==> config.mk <==
export PLATFORM = sky130hd
export DESIGN_NAME = size_frequency_tracker
export DESIGN_NICKNAME = d
export VERILOG_FILES = /design/src/hdl/sft_pkg.sv /design/src/hdl/size_frequency_tracker.sv /design/src/hdl/sft_table.sv
export SDC_FILE = /design/constraint.sdc
export NUM_CORES = 2
export LEC_CHECK = 0
export BUFFER_PORTS_ARGS = -buffer_cell sky130_fd_sc_hd__buf_2
export CAP_MARGIN = 10
export CORE_ASPECT_RATIO = 0.6
export CORE_MARGIN = 10
export CORE_UTILIZATION = 60
export CTS_CLUSTER_DIAMETER = 30
export DETAILED_ROUTE_END_ITERATION = 10
export PLACE_DENSITY = 0.78
export SLEW_MARGIN = 15
export SYNTH_ARGS = -nofsm -noshare
export SYNTH_HDL_FRONTEND = slang
export SYNTH_SLANG_ARGS = --single-unit
==> constraint.sdc <==
create_clock -name clk -period 21.9 [get_ports clk]
set_input_delay 1.095 -clock clk [delete_from_list [all_inputs] [get_ports clk]]
set_output_delay 1.095 -clock clk [all_outputs]
set_load 0.02 [all_outputs]
==> src/hdl/sft_pkg.sv <==
// Shared types and constants of the size frequency tracker.
package sft_pkg;

  localparam int TABLE_ENTRIES_DEF = 8;
  localparam int IN_TDATA_W = 72;
  localparam int OUT_TDATA_W = 264;

  localparam logic [31:0] HITS_MAX = 32'hFFFF_FFFF;
  localparam logic [31:0] REPLACE_LIMIT = 32'd5;
  localparam logic [31:0] MIN_CALLS_RESET = 32'd100;
  localparam logic [0:0] REG_MIN_CALLS = 1'b0;

  typedef enum logic [1:0] {
    ACT_MATCH   = 2'd0,
    ACT_FILL    = 2'd1,
    ACT_REPLACE = 2'd2,
    ACT_NONE    = 2'd3
  } action_t;

  typedef enum logic [3:0] {
    ST_IDLE,
    ST_ADD_CALLS,
    ST_ADD_ELEM,
    ST_ADD_TIME,
    ST_SCAN,
    ST_HIT,
    ST_MISS,
    ST_DOM_SCAN,
    ST_DOM_MUL,
    ST_DOM_CMP,
    ST_DONE
  } state_t;

  typedef struct packed {
    logic [31:0] key;
    logic [31:0] hits;
    logic [63:0] etime;
  } entry_t;

  typedef struct packed {
    logic rd_en;
    logic wr_en;
  } tbl_ctl_t;

endpackage

==> src/hdl/size_frequency_tracker.sv <==
// Top level of the size frequency tracker: totals, table sequencer and ports.
//
// Each input beat on the s_ channel reports one execution (element count and
// time). The block updates saturating totals of calls, elements and time,
// looks the element count up in a table of TABLE_ENTRIES tracked counts and
// then scans the table for the most frequent count. One result beat leaves
// on the m_ channel for every input beat.
// The table memory has one read port and is scanned one entry a cycle, once
// for the lookup and once for the dominant count, and a single shared 64-bit
// saturating adder does the totals, the entry time and the 5x product in
// turn. s_tready is high only while the sequencer is idle.
// The result sits in an output register; the next item is accepted while it
// waits, and a stalled receiver holds the sequencer in its final step until
// the register is free. min_calls is written over the APB port at address 0.
// Reset clears the totals and the fill count; table entries need no clearing.
module size_frequency_tracker #(
  parameter int TABLE_ENTRIES = sft_pkg::TABLE_ENTRIES_DEF
) (
  input  logic                             clk,
  input  logic                             rst,
  input  logic                             s_tvalid,
  output logic                             s_tready,
  // elem_count [31:0], exec_time_ns [71:32]
  input  logic [sft_pkg::IN_TDATA_W-1:0]   s_tdata,
  output logic                             m_tvalid,
  input  logic                             m_tready,
  // action [1:0], slot [4:2], slot_count [36:5], calls_total [100:37],
  // elements_total [164:101], time_total [228:165], specialize_advised [229],
  // dominant_valid [230], dominant_count_value [262:231], zero [263]
  output logic [sft_pkg::OUT_TDATA_W-1:0]  m_tdata,
  input  logic                             psel,
  input  logic                             penable,
  input  logic                             pwrite,
  input  logic [2:0]                       paddr,
  input  logic [31:0]                      pwdata,
  output logic [31:0]                      prdata,
  output logic                             pready
);

  localparam int IW = $clog2(TABLE_ENTRIES);
  localparam int IW1 = $clog2(TABLE_ENTRIES + 1);

  function automatic logic [63:0] sat_add(logic [63:0] a, logic [63:0] b);
    logic [64:0] s;
    s = {1'b0, a} + {1'b0, b};
    return s[64] ? 64'hFFFF_FFFF_FFFF_FFFF : s[63:0];
  endfunction

  sft_pkg::state_t   state, state_next;
  logic [31:0]       min_calls;
  logic [63:0]       calls_sum, calls_sum_next;
  logic [63:0]       elements_sum, elements_sum_next;
  logic [63:0]       time_sum, time_sum_next;
  logic [IW1-1:0]    used_entries, used_entries_next;
  logic              m_tvalid_next;

  logic [31:0]       key_in, key_in_next;
  logic [39:0]       time_in, time_in_next;
  logic [IW1-1:0]    ra, ra_next;
  logic              chk_vld, chk_vld_next;
  logic [IW-1:0]     chk_idx, chk_idx_next;
  logic [31:0]       min_hits, min_hits_next;
  logic [IW-1:0]     min_idx, min_idx_next;
  logic [31:0]       best_hits, best_hits_next;
  logic [31:0]       best_key, best_key_next;
  logic [34:0]       five_c, five_c_next;
  logic              dom_valid, dom_valid_next;
  logic [31:0]       dom_key, dom_key_next;
  sft_pkg::action_t  action, action_next;
  logic [IW-1:0]     slot, slot_next;
  logic [31:0]       count, count_next;
  logic [sft_pkg::OUT_TDATA_W-1:0] out_data, out_data_next;

  sft_pkg::tbl_ctl_t tbl_ctl;
  logic [IW-1:0]     wr_addr;
  sft_pkg::entry_t   wr_entry;
  sft_pkg::entry_t   rd_entry;

  logic [63:0]       add_a, add_b, add_sum;
  logic              match, last, spec;
  logic [31:0]       hits_new;

  sft_table #(.ENTRIES(TABLE_ENTRIES)) u_table (
    .clk     (clk),
    .ctl     (tbl_ctl),
    .rd_addr (ra[IW-1:0]),
    .wr_addr (wr_addr),
    .wr_data (wr_entry),
    .rd_data (rd_entry)
  );

  assign pready = 1'b1;
  assign prdata = (paddr[2] == sft_pkg::REG_MIN_CALLS) ? min_calls : 32'd0;
  assign s_tready = (state == sft_pkg::ST_IDLE);
  assign m_tdata = out_data;

  assign add_sum = sat_add(add_a, add_b);
  assign match = (rd_entry.key == key_in);
  assign last = ((IW1'(chk_idx) + IW1'(1)) == used_entries);
  assign hits_new = (rd_entry.hits == sft_pkg::HITS_MAX) ? rd_entry.hits
                                                         : rd_entry.hits + 32'd1;
  assign spec = (calls_sum >= {32'd0, min_calls});

  always_ff @(posedge clk) begin
    if (rst) begin
      state <= sft_pkg::ST_IDLE;
      min_calls <= sft_pkg::MIN_CALLS_RESET;
      calls_sum <= '0;
      elements_sum <= '0;
      time_sum <= '0;
      used_entries <= '0;
      m_tvalid <= 1'b0;
    end else begin
      state <= state_next;
      calls_sum <= calls_sum_next;
      elements_sum <= elements_sum_next;
      time_sum <= time_sum_next;
      used_entries <= used_entries_next;
      m_tvalid <= m_tvalid_next;
      if (psel && penable && pwrite && pready && paddr[2] == sft_pkg::REG_MIN_CALLS) begin
        min_calls <= pwdata;
      end
    end
  end

  always_ff @(posedge clk) begin
    key_in <= key_in_next;
    time_in <= time_in_next;
    ra <= ra_next;
    chk_vld <= chk_vld_next;
    chk_idx <= chk_idx_next;
    min_hits <= min_hits_next;
    min_idx <= min_idx_next;
    best_hits <= best_hits_next;
    best_key <= best_key_next;
    five_c <= five_c_next;
    dom_valid <= dom_valid_next;
    dom_key <= dom_key_next;
    action <= action_next;
    slot <= slot_next;
    count <= count_next;
    out_data <= out_data_next;
  end

  always_comb begin
    state_next = state;
    calls_sum_next = calls_sum;
    elements_sum_next = elements_sum;
    time_sum_next = time_sum;
    used_entries_next = used_entries;
    m_tvalid_next = m_tvalid && !m_tready;
    key_in_next = key_in;
    time_in_next = time_in;
    ra_next = ra;
    chk_vld_next = 1'b0;
    chk_idx_next = chk_idx;
    min_hits_next = min_hits;
    min_idx_next = min_idx;
    best_hits_next = best_hits;
    best_key_next = best_key;
    five_c_next = five_c;
    dom_valid_next = dom_valid;
    dom_key_next = dom_key;
    action_next = action;
    slot_next = slot;
    count_next = count;
    out_data_next = out_data;
    tbl_ctl = '0;
    wr_addr = slot;
    wr_entry = '{key: key_in, hits: 32'd1, etime: {24'd0, time_in}};
    add_a = '0;
    add_b = '0;

    unique case (state)
      sft_pkg::ST_IDLE: begin
        if (s_tvalid) begin
          key_in_next = s_tdata[31:0];
          time_in_next = s_tdata[71:32];
          state_next = sft_pkg::ST_ADD_CALLS;
        end
      end
      sft_pkg::ST_ADD_CALLS: begin
        add_a = calls_sum;
        add_b = 64'd1;
        calls_sum_next = add_sum;
        state_next = sft_pkg::ST_ADD_ELEM;
      end
      sft_pkg::ST_ADD_ELEM: begin
        add_a = elements_sum;
        add_b = {32'd0, key_in};
        elements_sum_next = add_sum;
        state_next = sft_pkg::ST_ADD_TIME;
      end
      sft_pkg::ST_ADD_TIME: begin
        add_a = time_sum;
        add_b = {24'd0, time_in};
        time_sum_next = add_sum;
        ra_next = '0;
        state_next = (used_entries == '0) ? sft_pkg::ST_MISS : sft_pkg::ST_SCAN;
      end
      sft_pkg::ST_SCAN: begin
        tbl_ctl.rd_en = (ra < used_entries) && !(chk_vld && (match || last));
        if (chk_vld) begin
          if (match) begin
            slot_next = chk_idx;
            state_next = sft_pkg::ST_HIT;
          end else begin
            if (chk_idx == '0 || rd_entry.hits < min_hits) begin
              min_hits_next = rd_entry.hits;
              min_idx_next = chk_idx;
            end
            if (last) begin
              state_next = sft_pkg::ST_MISS;
            end
          end
        end
      end
      sft_pkg::ST_HIT: begin
        add_a = rd_entry.etime;
        add_b = {24'd0, time_in};
        tbl_ctl.wr_en = 1'b1;
        wr_entry = '{key: key_in, hits: hits_new, etime: add_sum};
        action_next = sft_pkg::ACT_MATCH;
        count_next = hits_new;
        ra_next = '0;
        best_hits_next = '0;
        state_next = sft_pkg::ST_DOM_SCAN;
      end
      sft_pkg::ST_MISS: begin
        if (used_entries < IW1'(TABLE_ENTRIES)) begin
          tbl_ctl.wr_en = 1'b1;
          wr_addr = used_entries[IW-1:0];
          used_entries_next = used_entries + IW1'(1);
          action_next = sft_pkg::ACT_FILL;
          slot_next = used_entries[IW-1:0];
          count_next = 32'd1;
        end else if (min_hits < sft_pkg::REPLACE_LIMIT) begin
          tbl_ctl.wr_en = 1'b1;
          wr_addr = min_idx;
          action_next = sft_pkg::ACT_REPLACE;
          slot_next = min_idx;
          count_next = 32'd1;
        end else begin
          action_next = sft_pkg::ACT_NONE;
          slot_next = '0;
          count_next = '0;
        end
        ra_next = '0;
        best_hits_next = '0;
        state_next = sft_pkg::ST_DOM_SCAN;
      end
      sft_pkg::ST_DOM_SCAN: begin
        tbl_ctl.rd_en = (ra < used_entries) && !(chk_vld && last);
        if (chk_vld) begin
          if (chk_idx == '0 || rd_entry.hits > best_hits) begin
            best_hits_next = rd_entry.hits;
            best_key_next = rd_entry.key;
          end
          if (last) begin
            state_next = sft_pkg::ST_DOM_MUL;
          end
        end else if (used_entries == '0) begin
          state_next = sft_pkg::ST_DOM_MUL;
        end
      end
      sft_pkg::ST_DOM_MUL: begin
        add_a = {30'd0, best_hits, 2'b00};
        add_b = {32'd0, best_hits};
        five_c_next = add_sum[34:0];
        state_next = sft_pkg::ST_DOM_CMP;
      end
      sft_pkg::ST_DOM_CMP: begin
        dom_valid_next = (best_hits != '0) && (calls_sum[63:62] == 2'b00) &&
                         ({29'd0, five_c} >= {calls_sum[61:0], 2'b00});
        dom_key_next = best_key;
        state_next = sft_pkg::ST_DONE;
      end
      sft_pkg::ST_DONE: begin
        if (!m_tvalid || m_tready) begin
          out_data_next = {1'b0, dom_valid ? dom_key : 32'd0, dom_valid, spec,
                           time_sum, elements_sum, calls_sum, count, 3'(slot),
                           action};
          m_tvalid_next = 1'b1;
          state_next = sft_pkg::ST_IDLE;
        end
      end
      default: begin
        state_next = sft_pkg::ST_IDLE;
      end
    endcase

    if (tbl_ctl.rd_en) begin
      ra_next = ra + IW1'(1);
      chk_vld_next = 1'b1;
      chk_idx_next = ra[IW-1:0];
    end
  end

endmodule

==> src/hdl/sft_table.sv <==
// Entry memory of the frequency table with one write and one registered read port.
module sft_table #(
  parameter int ENTRIES = sft_pkg::TABLE_ENTRIES_DEF
) (
  input  logic                       clk,
  input  sft_pkg::tbl_ctl_t          ctl,
  input  logic [$clog2(ENTRIES)-1:0] rd_addr,
  input  logic [$clog2(ENTRIES)-1:0] wr_addr,
  input  sft_pkg::entry_t            wr_data,
  output sft_pkg::entry_t            rd_data
);

  sft_pkg::entry_t mem [ENTRIES];

  always_ff @(posedge clk) begin
    if (ctl.wr_en) begin
      mem[wr_addr] <= wr_data;
    end
    if (ctl.rd_en) begin
      rd_data <= mem[rd_addr];
    end
  end

endmodule

==> impl_metrics.py <==
metrics = {
    "outcome": {
        "status": "finished with violations",
        "violations": "design-rule violations",
    },
    "clock_network": {
        "htree_levels": 4,
        "clk_latency_ps": 840,
        "cts_tree": "built",
        "cts.sinks": 1932,
        "cts_resized": 0,
        "cts_buffers": 222,
        "ctsHoldBuffers": 0,
        "clk_pin_slew_ps": 60,
        "cts_root_buf": "clkbuf_16",
        "cts_setup_buffers": 0,
        "cts_max_path_buffers": 3,
    },
    "route": {
        "dr_wl_met3_um": 25800,
        "dr.first_iter.drc_count": 7488,
        "wl_per_cell_um": 28.9,
        "drc_errors": 3,
        "antenna_left": 0,
        "routed-via-count": 47586,
        "viasPerCell": 6.51,
        "wl_met2_um": 95500,
        "dr.pass1.iters": 11,
        "top_layer_used": "met5",
        "wl_met1_um": 81100,
        "drt-total-wl_um": 211000,
    },
    "synthesis": {
        "syn_inst": 4932,
        "synth_seq_cells": 1932,
        "synthDistinctLibCells": 81,
        "synth-seq-area-share_pct": 71.1,
        "ys_warn_count": 0,
        "syn_nets": 5224,
        "async_flop_share_pct": 0,
        "synth_area_um2": 78300,
        "synth-edff-count": 1698,
        "synth_flop_cell": "edfxtp_1",
        "syn_avg_cell_area_um2": 15.9,
    },
    "place": {
        "post_dp_cell_area_um2": 82300,
        "pre_cts_ws_ps": 13530,
        "dp_hpwl_um": 130000,
        "gp_congestion": 0.968,
        "portBuffers": 408,
    },
    "sta": {
        "worst_pin_slew_ps": 1240,
        "rsz0062_at_grt": "no",
        "worst_slack_ps": 12960,
        "min_period_over_period_pct": 40.8,
        "max_freq_mhz": 112,
        "max_slew_margin_pct": 16.7,
        "hold_violations": 0,
        "fin_crit_ps": 8940,
        "skew_ps": 39.0,
        "fin_setup_tns_ps": 0,
        "maxSlewViolCount": 0,
        "hold_ws_ps": 409,
        "setup_viol": 0,
    },
    "critical_path": {
        "critical-path-top-delay-family": "compound AO/OA/AOI/OAI gates",
        "cp_common_cell": "nand2_1",
        "r2r_cells": 19,
        "cp_max_fo": 43,
        "end_kind": "register",
        "crit_buf_inv": 4,
        "crit_slowest_cell": "nand2_1",
        "crit_cells": 19,
        "path_cells": "buf_4 -> nand2_1 -> inv_1 -> nand2_1 -> nand2_1 -> buf_4 -> nand2_1 -> nand3_1 -> ha_1 -> fa_1 -> a211oi_1 -> o2111ai_1 -> nand3_1 -> a31oi_1 -> o211ai_1 -> a2111oi_4 -> buf_4 -> nor2_1 -> o21ai_0",
        "worst-setup-path-type": "reg -> reg",
        "crit_arrival_ps": 9410,
        "worstSetupStartpointType": "register",
        "max_stage_delay_ps": 930,
        "cp.required_ps": 22370,
    },
    "power_and_ir_drop": {
        "power.leakage_uw": 0.0306,
        "intPower_uw": 7270,
        "power_switching_share_pct": 29.1,
        "finalPower_uw": 10300,
        "powerDensity_nw_per_um2": 114,
        "comb_power_share_pct": 17.5,
        "peakVddDrop_mv": 0.0874,
        "power_frac_clock_pct": 38.0,
        "power.switching_uw": 2990,
        "p_seq_share_pct": 44.5,
    },
    "min_path": {
        "hold_depth": 0,
        "hold_path.class": "reg -> reg",
    },
    "global_routing": {
        "track_usage_pct": 28.4,
        "grt_pass1_vias": 47139,
        "overflow": 0,
        "grt_pass1_wl_um": 311000,
        "grt_max_degree": 163,
        "grt_antenna_before_repair": 5,
    },
    "cells_and_area": {
        "synthToLayoutAreaGrowth_pct": 15.2,
        "fin_nets": 5682,
        "final_area_um2": 90300,
        "drive_above_1_share_pct": 23.4,
        "nFillCells": 7969,
    },
    "die": {
        "fp.dieW_um": 486,
        "die_area_um2": 146000,
        "die_h_um": 300,
        "initial_core_util_pct": 60.6,
        "design.core.area_um2": 129000,
        "rows": 102,
        "io_pins": 413,
    },
    "job": {
        "max-cap-violations": 0,
    },
}
==> placed cells by master, fill, tap and decap left out, types with 21 or more instances in the layout <==
cell	instances
nand4_1	44
mux4_2	256
nor4_1	38
mux2_2	138
ha_1	177
edfxtp_1	1698
nor2_1	405
xnor2_1	53
a21oi_1	151
nor2b_1	21
a211oi_1	145
clkbuf_16	226
dfxtp_1	233
a222oi_1	34
inv_1	219
a21o_1	48
nand2_1	283
nand3b_1	21
nand3_1	73
xor2_1	63
clkinv_2	25
and3_1	39
bufinv_16	27
a22oi_1	83
buf_2	407
inv_6	39
buf_4	68
clkinv_4	24
nor3_1	31
o21ai_0	123
and2_1	54
==> synthesized netlist by cell type (all sizes together) (83+ instances only) <==
cell       n  area, um2
nor2     416       1560
ha       177       2210
o21ai    124        621
mux4     256       5770
a211oi   146       1100
edfxtp  1698      51000
a22oi     83        623
dfxtp    234       4680
inv      220        826
nand2    284       1070
clkbuf   191        717
mux2     138       1550
a21oi    153        766
==> worst register-to-register path, stage by stage (launching register included) <==
cell and delay (ps):
dfxtp_1 310, buf_4 400, nand2_1 400, inv_1 760, nand2_1 930, nand2_1 340
buf_4 400, nand2_1 120, nand3_1 90, ha_1 230, fa_1 280, a211oi_1 200
o2111ai_1 330, nand3_1 180, a31oi_1 610, o211ai_1 560, a2111oi_4 600, buf_4 650
nor2_1 340, o21ai_0 850
==> worst paths after layout <==
| path | start | to | slack (ps) |
|---|---|---|---|
| max | state[0]$_SDFFE_PP0P_ | u_table.mem[4][24]$_DFFE_PP_ | 12960 |
| min | count[14]$_SDFFCE_PP0P_ | m_tdata[19]$_DFFE_PP_ | 410 |
| max reg2reg | state[0]$_SDFFE_PP0P_ | u_table.mem[4][24]$_DFFE_PP_ | 12960 |
| min reg2reg | count[14]$_SDFFCE_PP0P_ | m_tdata[19]$_DFFE_PP_ | 410 |
==> per-layer routing <==
layer	vias to the layer above	GRT usage (%)
li1	20074	-
met1	23873	40.3
met2	3180	42.6
met3	457	7.48
met4	2	10.8
met5	-	0
==> cell type report <==
type / instances / area, um2 / share of cell area, %
flip-flops and latches: 1932 / 55700 / 61.7
multi-input cells: 2532 / 21000 / 23.3
clock buffers: 251 / 5800 / 6.43
repair buffers: 482 / 2690 / 2.98
well taps: 1716 / 2150 / 2.38
clock inverters: 174 / 2080 / 2.31
inverters: 220 / 831 / 0.921
diodes: 3 / 7.51 / 0.00832
==> power by group through the flow <==
stage          Sequential (uW)  Clock, uW  Combinational (uW)
2_1_floorplan             4490          0                1280
3_3_place_gp              4620          0                1700
3_5_place_dp              4630          0                1750
4_1_cts                   4560       3930                1780
5_1_grt                   4570       4090                1940
6_report                  4560       3900                1800
==> flip-flops by register name, indices dropped and copies added (netlist names), 2 cells and up <==
register / count
action: 2
best_hits: 32
best_key: 32
calls_sum: 64
chk_idx: 3
count: 32
dom_key: 32
elements_sum: 64
five_c: 35
key_in: 32
m_tdata: 263
min_calls: 32
min_hits: 32
min_idx: 3
ra: 4
slot: 3
state: 4
time_in: 40
time_sum: 64
u_table.mem: 1024
u_table.rd_data: 128
used_entries: 4
==> per-stage QoR <==
stage,instances,util [%]
2_1_floorplan,4932,-
3_3_place_gp,6881,63.7
3_5_place_dp,6881,63.7
4_1_cts,7306,69.8
5_1_grt,7307,69.8
6_report,7310,69.8
==> kinds of logic after synthesis <==
family	count (synthesis)	share of synthesized area [%]
AOI/OAI and AO/OA	726	6.34
xor gates and xnor gates	116	1.30
adders and majority gates	178	2.85
buffers and inverters	468	2.28
DFF	1932	71.1
muxes	414	9.60
other	2	0.00959
and+or+nand+nor	1096	6.55
No activity file was read; power rests on OpenSTA's default activity.
